$ cat config.mk
export PLATFORM = sky130hd
export DESIGN_NAME = i2c_master_message_sequencer_core
export DESIGN_NICKNAME = d
export VERILOG_FILES = /design/src/i2cms_pkg.sv /design/src/i2cms_desc_store.sv /design/src/i2c_master_message_sequencer_core.sv
export SDC_FILE = /design/constraint.sdc
export NUM_CORES = 1
export LEC_CHECK = 0
export ABC_AREA = 1
export ABC_CLOCK_PERIOD_IN_PS = 4900
export BUFFER_PORTS_ARGS = -buffer_cell sky130_fd_sc_hd__clkbuf_2
export CAP_MARGIN = 0
export CORE_MARGIN = 3
export CORE_UTILIZATION = 60
export DETAILED_ROUTE_END_ITERATION = 12
export PLACE_DENSITY_LB_ADDON = 0.12
export SYNTH_ARGS = -nofsm -noshare
export SYNTH_HDL_FRONTEND = slang
export SYNTH_HIERARCHICAL = 1
export SYNTH_SLANG_ARGS = --single-unit
$ cat constraint.sdc
create_clock -name clk -period 4.9 [get_ports clk]
set_input_delay 0.735 -clock clk [delete_from_list [all_inputs] [get_ports clk]]
set_output_delay 0.735 -clock clk [all_outputs]
set_load 0.005 [all_outputs]
$ cat src/i2cms_pkg.sv
// Shared types and constants for the I2C master message sequencer.
// No dependencies; imported by i2cms_desc_store and the top level.
package i2cms_pkg;

  localparam int MAX_MESSAGES = 16;
  localparam int IDX_W        = $clog2(MAX_MESSAGES);
  localparam int CNT_W        = $clog2(MAX_MESSAGES + 1);

  // Request action codes.
  localparam logic [2:0] ACT_LOAD       = 3'd0;
  localparam logic [2:0] ACT_START      = 3'd1;
  localparam logic [2:0] ACT_START_SENT = 3'd2;
  localparam logic [2:0] ACT_ADDR_SENT  = 3'd3;
  localparam logic [2:0] ACT_TX_EMPTY   = 3'd4;
  localparam logic [2:0] ACT_RX_BYTE    = 3'd5;
  localparam logic [2:0] ACT_BUS_ERROR  = 3'd6;

  // Command codes toward the I2C core.
  localparam logic [1:0] CMD_NONE  = 2'd0;
  localparam logic [1:0] CMD_ADDR  = 2'd1;
  localparam logic [1:0] CMD_SEND  = 2'd2;
  localparam logic [1:0] CMD_STORE = 2'd3;

  typedef struct packed {
    logic        acklast;
    logic        nostart;
    logic        read;
    logic [15:0] length;
  } desc_t;

  typedef struct packed {
    logic [2:0]  action;
    logic [3:0]  desc_index;
    logic [15:0] desc_length;
    logic        desc_read;
    logic        desc_nostart;
    logic        desc_acklast;
    logic [6:0]  target_address;
    logic [4:0]  message_count;
    logic [7:0]  rx_byte;
  } req_t;

  typedef struct packed {
    logic [1:0]  command;
    logic [7:0]  data_byte;
    logic [3:0]  message_index;
    logic [15:0] byte_offset;
    logic        ack_update;
    logic        ack_enable;
    logic        gen_start;
    logic        gen_stop;
    logic        transfer_done;
    logic        transfer_failed;
    logic        start_rejected;
  } rsp_t;

  // Control from the sequencer to the descriptor store.
  typedef struct packed {
    logic             load;
    logic [3:0]       load_index;
    desc_t            load_desc;
    logic             restart;
    logic             advance;
    logic [CNT_W-1:0] msg;
  } desc_ctl_t;

endpackage

$ cat src/i2cms_desc_store.sv
// Descriptor table plus a three-entry window (current, next, one after).
// Depends on i2cms_pkg.
module i2cms_desc_store (
  input  logic                  clk,
  input  i2cms_pkg::desc_ctl_t  ctl,
  output i2cms_pkg::desc_t      cur,
  output i2cms_pkg::desc_t      nxt,
  output i2cms_pkg::desc_t      nx2
);
  import i2cms_pkg::*;

  localparam int OFS_W = CNT_W + 1;

  desc_t table_mem [MAX_MESSAGES];

  logic [OFS_W-1:0] msg_w;
  logic [OFS_W-1:0] load_w;

  // Out-of-range slots read as an empty descriptor.
  function automatic desc_t slot_rd(input logic [OFS_W-1:0] i);
    desc_t r;
    r = '0;
    if (i < OFS_W'(MAX_MESSAGES)) begin
      r = table_mem[i[IDX_W-1:0]];
    end
    return r;
  endfunction

  assign msg_w  = OFS_W'(ctl.msg);
  assign load_w = OFS_W'(ctl.load_index);

  always_ff @(posedge clk) begin
    if (ctl.load) begin
      table_mem[ctl.load_index[IDX_W-1:0]] <= ctl.load_desc;
    end
  end

  // The window shadows the table so the sequencer sees three slots at once;
  // a load that hits a slot in the window refreshes that copy too.
  always_ff @(posedge clk) begin
    if (ctl.restart) begin
      cur <= slot_rd(OFS_W'(0));
      nxt <= slot_rd(OFS_W'(1));
      nx2 <= slot_rd(OFS_W'(2));
    end else if (ctl.advance) begin
      cur <= nxt;
      nxt <= nx2;
      nx2 <= slot_rd(msg_w + OFS_W'(3));
    end else if (ctl.load) begin
      if (load_w == msg_w) begin
        cur <= ctl.load_desc;
      end
      if (load_w == msg_w + OFS_W'(1)) begin
        nxt <= ctl.load_desc;
      end
      if (load_w == msg_w + OFS_W'(2)) begin
        nx2 <= ctl.load_desc;
      end
    end
  end

endmodule

$ cat src/i2c_master_message_sequencer_core.sv
// Top level of the I2C master message sequencer: request register, command
// logic, sequencing state and response register. Depends on i2cms_pkg and
// i2cms_desc_store.
//
//   channel  signals                      moves
//   req      req_valid, req_ready, req    loads, starts and bus events
//   rsp      rsp_valid, rsp_ready, rsp    one response per request
//
// An accepted request is held in the request register; its response is
// loaded into the response register when the response channel can advance.
// A new request can be accepted every cycle while the response is not
// stalled; the rate is set by the single pass through the command logic.
// While a response is stalled, one more request is held in the request
// register before req_ready drops.
// Reset clears the sequencing state and both valid flags; descriptors are
// undefined until loaded.
module i2c_master_message_sequencer_core (
  input  logic             clk,
  input  logic             rst,
  input  logic             req_valid,
  output logic             req_ready,
  input  i2cms_pkg::req_t  req,
  output logic             rsp_valid,
  input  logic             rsp_ready,
  output i2cms_pkg::rsp_t  rsp
);
  import i2cms_pkg::*;

  localparam int OFS_W = CNT_W + 1;

  req_t             held;
  logic             held_valid;
  logic             adv;
  logic             go;

  logic [6:0]       target_reg;
  logic [CNT_W-1:0] count_reg;
  logic [CNT_W-1:0] current_message;
  logic [15:0]      current_offset;
  logic             busy;

  logic [6:0]       target_reg_next;
  logic [CNT_W-1:0] count_reg_next;
  logic [CNT_W-1:0] current_message_next;
  logic [15:0]      current_offset_next;
  logic             busy_next;
  rsp_t             rsp_next;

  desc_ctl_t        ctl;
  desc_t            cur;
  desc_t            nxt;
  desc_t            nx2;

  logic [OFS_W-1:0] cm_w;
  logic [OFS_W-1:0] cnt_w;
  logic             more_msgs;
  logic [15:0]      off_bumped;

  i2cms_desc_store u_store (
    .clk (clk),
    .ctl (ctl),
    .cur (cur),
    .nxt (nxt),
    .nx2 (nx2)
  );

  function automatic logic ack_rule(input desc_t d, input desc_t nd,
                                    input logic [15:0] off,
                                    input logic [OFS_W-1:0] cm,
                                    input logic [OFS_W-1:0] cnt);
    logic r;
    r = d.acklast
        || ({1'b0, off} + 17'd1 < {1'b0, d.length})
        || ((cnt > cm + OFS_W'(1)) && (nd.read || nd.nostart));
    return r;
  endfunction

  assign adv       = !rsp_valid || rsp_ready;
  assign req_ready = !held_valid || adv;
  assign go        = held_valid && adv;

  assign cm_w       = OFS_W'(current_message);
  assign cnt_w      = OFS_W'(count_reg);
  assign more_msgs  = (cm_w + OFS_W'(1)) < cnt_w;
  assign off_bumped = (current_offset != 16'hFFFF) ? current_offset + 16'd1
                                                   : current_offset;

  always_comb begin
    target_reg_next      = target_reg;
    count_reg_next       = count_reg;
    current_message_next = current_message;
    current_offset_next  = current_offset;
    busy_next            = busy;
    rsp_next             = '0;
    ctl                  = '0;
    ctl.msg              = current_message;
    ctl.load_index       = held.desc_index;
    ctl.load_desc        = '{acklast: held.desc_acklast, nostart: held.desc_nostart,
                             read: held.desc_read, length: held.desc_length};

    if (held.action == ACT_LOAD) begin
      ctl.load = go && (OFS_W'(held.desc_index) < OFS_W'(MAX_MESSAGES));
    end else if (held.action == ACT_START) begin
      if (held.message_count == '0
          || OFS_W'(held.message_count) > OFS_W'(MAX_MESSAGES)) begin
        rsp_next.start_rejected = 1'b1;
      end else begin
        target_reg_next      = held.target_address;
        count_reg_next       = CNT_W'(held.message_count);
        current_message_next = '0;
        current_offset_next  = '0;
        busy_next            = 1'b1;
        rsp_next.gen_start   = 1'b1;
        ctl.restart          = go;
      end
    end else if (busy) begin
      case (held.action)
        ACT_START_SENT: begin
          rsp_next.command       = CMD_ADDR;
          rsp_next.data_byte     = {target_reg, cur.read};
          rsp_next.message_index = current_message[3:0];
          if (cur.read) begin
            rsp_next.ack_update = 1'b1;
            rsp_next.ack_enable = ack_rule(cur, nxt, current_offset, cm_w, cnt_w);
          end
        end
        ACT_TX_EMPTY: begin
          if (current_offset < cur.length) begin
            rsp_next.command       = CMD_SEND;
            rsp_next.message_index = current_message[3:0];
            rsp_next.byte_offset   = current_offset;
            current_offset_next    = off_bumped;
          end else if (more_msgs) begin
            current_message_next = current_message + CNT_W'(1);
            current_offset_next  = '0;
            ctl.advance          = go;
            if (!nxt.read && nxt.nostart) begin
              // Write continuation without a repeated start.
              if (nxt.length != '0) begin
                rsp_next.command       = CMD_SEND;
                rsp_next.message_index = current_message_next[3:0];
                current_offset_next    = 16'd1;
              end
            end else begin
              rsp_next.gen_start = 1'b1;
            end
          end else begin
            current_message_next     = count_reg;
            busy_next                = 1'b0;
            rsp_next.gen_stop        = 1'b1;
            rsp_next.transfer_done   = 1'b1;
          end
        end
        ACT_RX_BYTE: begin
          rsp_next.command       = CMD_STORE;
          rsp_next.data_byte     = held.rx_byte;
          rsp_next.message_index = current_message[3:0];
          rsp_next.byte_offset   = current_offset;
          current_offset_next    = off_bumped;
          if (off_bumped < cur.length) begin
            rsp_next.ack_update = 1'b1;
            rsp_next.ack_enable = ack_rule(cur, nxt, off_bumped, cm_w, cnt_w);
          end else if (more_msgs) begin
            current_message_next = current_message + CNT_W'(1);
            current_offset_next  = '0;
            ctl.advance          = go;
            if (nxt.read && nxt.nostart) begin
              rsp_next.ack_update = 1'b1;
              rsp_next.ack_enable = ack_rule(nxt, nx2, 16'd0,
                                             cm_w + OFS_W'(1), cnt_w);
            end else begin
              rsp_next.gen_start = 1'b1;
            end
          end else begin
            current_message_next   = count_reg;
            busy_next              = 1'b0;
            rsp_next.gen_stop      = 1'b1;
            rsp_next.transfer_done = 1'b1;
          end
        end
        ACT_BUS_ERROR: begin
          busy_next                = 1'b0;
          rsp_next.gen_stop        = 1'b1;
          rsp_next.transfer_done   = 1'b1;
          rsp_next.transfer_failed = 1'b1;
        end
        default: begin
        end
      endcase
    end
  end

  always_ff @(posedge clk) begin
    if (rst) begin
      held_valid      <= 1'b0;
      rsp_valid       <= 1'b0;
      target_reg      <= '0;
      count_reg       <= '0;
      current_message <= '0;
      current_offset  <= '0;
      busy            <= 1'b0;
    end else begin
      if (req_ready) begin
        held_valid <= req_valid;
      end
      if (adv) begin
        rsp_valid <= held_valid;
      end
      if (go) begin
        target_reg      <= target_reg_next;
        count_reg       <= count_reg_next;
        current_message <= current_message_next;
        current_offset  <= current_offset_next;
        busy            <= busy_next;
      end
    end
  end

  always_ff @(posedge clk) begin
    if (req_ready) begin
      held <= req;
    end
    if (go) begin
      rsp <= rsp_next;
    end
  end

endmodule
After elaboration in Yosys (flattened, before gate mapping)

Memory sizes are Yosys's and may differ from the RTL's.
Index checks and enable logic that the tools add are counted.

Reductions and logical operators: 38
Magnitude comparators: 10
Eq/ne operators: 13
Bitwise operators: 4
$add $sub $neg: 8
Muxes and demuxes: 81

Operators by type and width:

| operator                                           | count |
|---|---|
| 2-to-1 mux 19 bit                                  | 13 |
| 2-to-1 mux 16 bit                                  | 9 |
| case mux 16 bit (2 select lines)                   | 2 |
| adder 16 x 1 -> 17 bit, second input constant      | 2 |
| < comparator 17 x 16 -> 1 bit                      | 2 |
| < comparator 16 bit                                | 2 |
| 2-to-1 mux 5 bit                                   | 6 |
| 2-to-1 mux 1 bit                                   | 25 |
| 2-to-1 mux 4 bit                                   | 5 |
| 2-to-1 mux 2 bit                                   | 9 |
| adder 16 x 1 -> 16 bit, second input constant      | 1 |
| < comparator 1 x 16 -> 1 bit, first input constant | 1 |
| inequality test 16 bit, second input constant      | 1 |
| case mux 8 bit (2 select lines)                    | 1 |
| nonzero test 16 bit                                | 1 |
| nonzero test 3 bit                                 | 5 |
| adder 5 x 2 -> 6 bit, second input constant        | 2 |
| equality test 4 x 6 -> 1 bit                       | 2 |
| > comparator 5 x 6 -> 1 bit                        | 2 |
| case mux 2 bit (3 select lines)                    | 2 |
| logical OR 1 bit                                   | 11 |
| case mux 5 bit (2 select lines)                    | 1 |
| equality test 3 bit, second input constant         | 3 |
| 2-to-1 mux 3 bit                                   | 3 |
| 29 further kinds                                   | 43 |

Flip-flop bits (word level): 175
Bits of input ports: 50
Output and inout bits: 39
RAM bits: 304
Memories kept: 1
Word-level logic and storage cells: 193

Memory list:

| memory            | words | bits a word | read ports | clocked after memory_dff | write ports | line                   | RTL |
|---|---|---|---|---|---|---|---|
| u_store.table_mem | 16    | 19          | 4          | 0                        | 1           | i2cms_desc_store.sv:14 | `desc_t table_mem [MAX_MESSAGES];` |

Longest topological paths before layout

Word-level depth: 11
Gate-level depth with buffers: 23
Mapped depth without buffers: 23

By module

Netlist, hierarchy kept.

By module, submodules not included:

| module                            | area each (sq um) | times used | seq. area each (sq um) | cells each |
|---|---|---|---|---|
| i2cms_desc_store                  | 14,985.6          | 1          | 10,840.4               | 1,292 |
| i2c_master_message_sequencer_core | 7,129.3           | 1          | 3,183.1                | 795 |

Worst setup path before layout

No wires, ideal clock.

Path type: input to register
Start point: in rsp_ready
End point: reg, netlist name u_store/cur[0]
Cell stages on the path: 6
Setup slack: 0.740 ns
Buffers on the path: 0
Arrival: 3.711 ns
Data required time: 4.450 ns
Library setup time: 0.450 ns
Path through: inv_1 > nand2_1 > nand2_1 > nor4_1 > inv_1 > o41ai_1

RTL lines:

| what            | line                                    | RTL |
|---|---|---|
| start, declared | i2c_master_message_sequencer_core.sv:24 | `input logic rsp_ready,` |

==> flow_results.org <==
** Run status
- Run status :: complete, no violations

** Routing
- Using the TritonRoute via totals, the vias-per-cell ratio works out to 5.91.
- Detailed routing inserted a total of 15,800 vias.
- The count of nets left with antenna violations once routing finished came out at 0.
- Before antenna repair, the detailed router went through 5 iterations.
- For this run, design rule violations remaining after detail routing come to 0.
- Summed over all layers, the routed wires come to between 50,000 and 60,000 microns.
- Detailed router's first-iteration violation count :: between 1,000 and 1,500
- Detail-routed net length per standard cell :: 20.5 microns

** Floorplanning
- Overall die area :: 39,100 sq um
- Number of I/O pins :: 89
- The core region is between 30,000 and 40,000 sq um.
- For this configuration, the core starts out at a cell density of between 60% and 70%.
- Die X-Extent :: between 150 and 200 microns
- The die is 198 microns tall.
- Row generation in the floorplan step produced 69 rows.

** Worst setup path
- At the worst endpoint, the required time is 5330 ps.
- The startpoint identified for the worst register-to-register timing path is current_message[2]$_SDFFE_PP0P_.
- Arrival time at the worst endpoint :: 4740 ps
- For this run, the slowest stage of the critical path takes 650 ps.
- In this run the worst path has a maximum fanout of 19.
- On the critical path, the stage with the largest delay is an instance of dfxtp_1.
- Gate family responsible for the most delay along the worst path :: compound AO/OA/AOI/OAI gates
- Worst reg2reg setup slack :: around 580 ps
- STA classifies the critical path startpoint as a flop.
- Crit Path Category :: reg -> reg
- Worst-case reg-to-reg path depth :: 17
- STA classifies the critical path endpoint as a flop.
- The number of buffers and inverters on the critical path is 4.
- Reg-to-reg endpoint :: u_store/nx2[5]$_DFFE_PP_
- Traced cell by cell, the critical path runs through inv_1 -> nor3_1 -> xor2_1 -> inv_1 -> ha_1 -> nand3_1 -> nor2_1 -> nor2_1 -> o21ai_0 -> nand3_1 -> a2111oi_0 -> nand3_1 -> inv_1 -> inv_1 -> a21oi_4 -> nand3_1 -> a21oi_1.

** Power
- Power per standard cell area :: about 340 nW/um^2
- Reported leakage power :: 9.40 nW
- Largest vdd supply drop :: 0.313 mV

** Finish
- Cell area after layout :: 24,600 sq um
- The count of cells in the finished layout, fillers not included, comes to 2,673.
- 0 antenna diodes ended up in the layout.
- Nets :: roughly 2,300
- The register with the most flip-flops in the layout has 304 of them.
- Area growth syn-to-layout :: 11.5%
- The post-route netlist has 12.4% of its cells at a drive strength greater than 1.

** Hold path
- Classification of the worst-slack hold path :: in -> reg
- The worst hold path begins at req[38].
- The worst hold path terminates at ctl[22]$_DFFE_PP_.
- Worst Hold Depth :: 1

** Global route
- For this run the aggregate overflow at the end of global routing stands at 0.
- The number of global-route vias before repair came to 15,300.
- Initial antenna violation count :: 0
- The first global-routing pass estimated 85,300 microns of wire.
- Across every metal layer, demand over resource in global routing totals 28.3%.
- Entering global routing, the biggest net connects 93 pins.

** Timing
- Shortest period the worst path allows :: 4320 ps
- Unrepaired setup endpoints after global routing :: no
- Finish-stage setup viols :: 0
- Max Slew Vio Count :: 0
- For the final routed database, the setup TNS stands at 0 ps.
- In this run the tightest slew margin relative to its limit is 21.0%.
- Transition time at the pin with the least slew margin :: 1180 ps
- Based on the critical path, the design can be clocked at up to 0.232 GHz.
- The final hold violation count is 0.
- WHS :: 300 ps
- Post-route clock period utilization :: 88.1%
- Setup slack closes at 585 ps.
- Clock tree skew after final layout :: between 20 and 30 ps

** Logic synthesis
- Synthesized instance count :: about 2,100
- For this run, the number of Yosys warnings is 6.
- Syn nets :: between 2,000 and 2,500
- A synthesized cell averages 10.6 sq um.
- Cell area after synthesis :: ~22,000 sq um

** Clock tree
- Once the clock tree was built, the resizer swapped 0 gates to a different size.
- Post-cts hold buffer count :: 0
- Clock tree from TritonCTS :: done
- Clock H-tree levels :: 2
- The clock reaches the later pin of the worst-skew pair after 610 ps.
- Number of buffers inserted by post-CTS setup repair :: 0
- The clock passes through at most 3 buffers.
- Clock-pin slew was measured on the worst setup and hold paths at 60 ps.
- The cell sitting at the root of the clock tree is a clkbuf_16.
- TritonCTS buffer count :: 48
- Counting every sink on the clock net gives around 480.

** Place
- Detail Placement HPWL :: 35,200 microns
- At the placement stage, the worst setup path has a slack of 681 ps.
- Placed Area :: between 20,000 and 25,000 sq um
- Input and output buffers added on the ports amount to a little under 90.
- Final GP Congestion :: just under 0.9
- After detailed placement, the design holds a cell count of between 2,000 and 3,000.

** Flow run
- Max-cap violations in this run came to 0.
[metal layers]
metal / global-route usage (%) / up-vias / wire, microns
li1: - / 7481 / -
met1: 38.7 / 7539 / 22400
met2: 47.2 / 655 / 26900
met3: 3.83 / 111 / 3940
met4: 10.0 / 0 / 1670
met5: 0 / - / 0
[worst max path at each step]
stage | from | endpoint | cells past startpoint
2_1_floorplan | rsp_ready | u_store/cur[0]$_DFFE_PP_ | 6
3_3_place_gp | current_offset[0]$_SDFFE_PP0P_ | u_store/nx2[14]$_DFFE_PP_ | 20
3_5_place_dp | current_offset[0]$_SDFFE_PP0P_ | u_store/nxt[9]$_DFFE_PP_ | 19
4_1_cts | current_offset[0]$_SDFFE_PP0P_ | u_store/nxt[15]$_DFFE_PP_ | 19
5_1_grt | current_offset[0]$_SDFFE_PP0P_ | u_store/nxt[12]$_DFFE_PP_ | 19
6_report | current_message[2]$_SDFFE_PP0P_ | u_store/nx2[5]$_DFFE_PP_ | 17
[cells in the final DEF (no fill, tap or decap), types with 3 or more instances in the layout]
master,count
nand3_2,13
clkinv_1,10
ha_1,77
nor2_1,134
a21oi_1,140
o21ai_1,10
nor2_2,8
xor2_1,27
nand4_1,12
nand2_1,499
clkbuf_16,48
buf_4,46
xor2_2,3
clkinv_2,11
xnor2_1,11
nand3_1,318
inv_1,111
clkbuf_1,8
inv_2,10
a31oi_1,5
bufinv_16,4
a211oi_1,5
nor3_1,24
nor4_1,8
dfxtp_1,35
edfxtp_1,442
or2_2,3
nand2_2,10
o22ai_1,3
clkbuf_2,88
o21ai_0,44
o21bai_1,3
a21oi_2,11
[power breakdown]
part / internal, mW / switching (mW) / leakage, nW
combinational: 0.0895 / 0.183 / 4.30
clock: 2.02 / 1.54 / 0.746
sequential: 4.51 / 0.0594 / 4.36
total: 6.61 / 1.78 / 9.40
[worst reg2reg max path: cells and delay by family, from the launching register on]
family	cells	cell delay (ps)
DFF	1	650
and+or+nand+nor	7	890
xor gates and xnor gates	1	410
buffers and inverters	4	640
AOI/OAI and AO/OA	4	1240
adders and majority gates	1	310
[area by class of cell]
class	count	area (sq um)
clock inverters	28	287
well taps	461	577
fillers	2711	11300
repair buffers	135	806
inverters	123	464
clock buffers	56	1230
flip-flops and latches	478	14000
multi-input cells	1392	7250
[stage by stage]
| stage | power (mW) | utilization (%) |
|---|---|---|
| after CTS | 8.45 | 68.5 |
| after global placement | 4.91 | 64.3 |
| final | 8.39 | 68.5 |
| after global routing | 8.65 | 68.5 |
| after floorplan | 4.79 | - |
| after detailed placement | 4.92 | 64.3 |
Power figures use the tool's default switching activity.
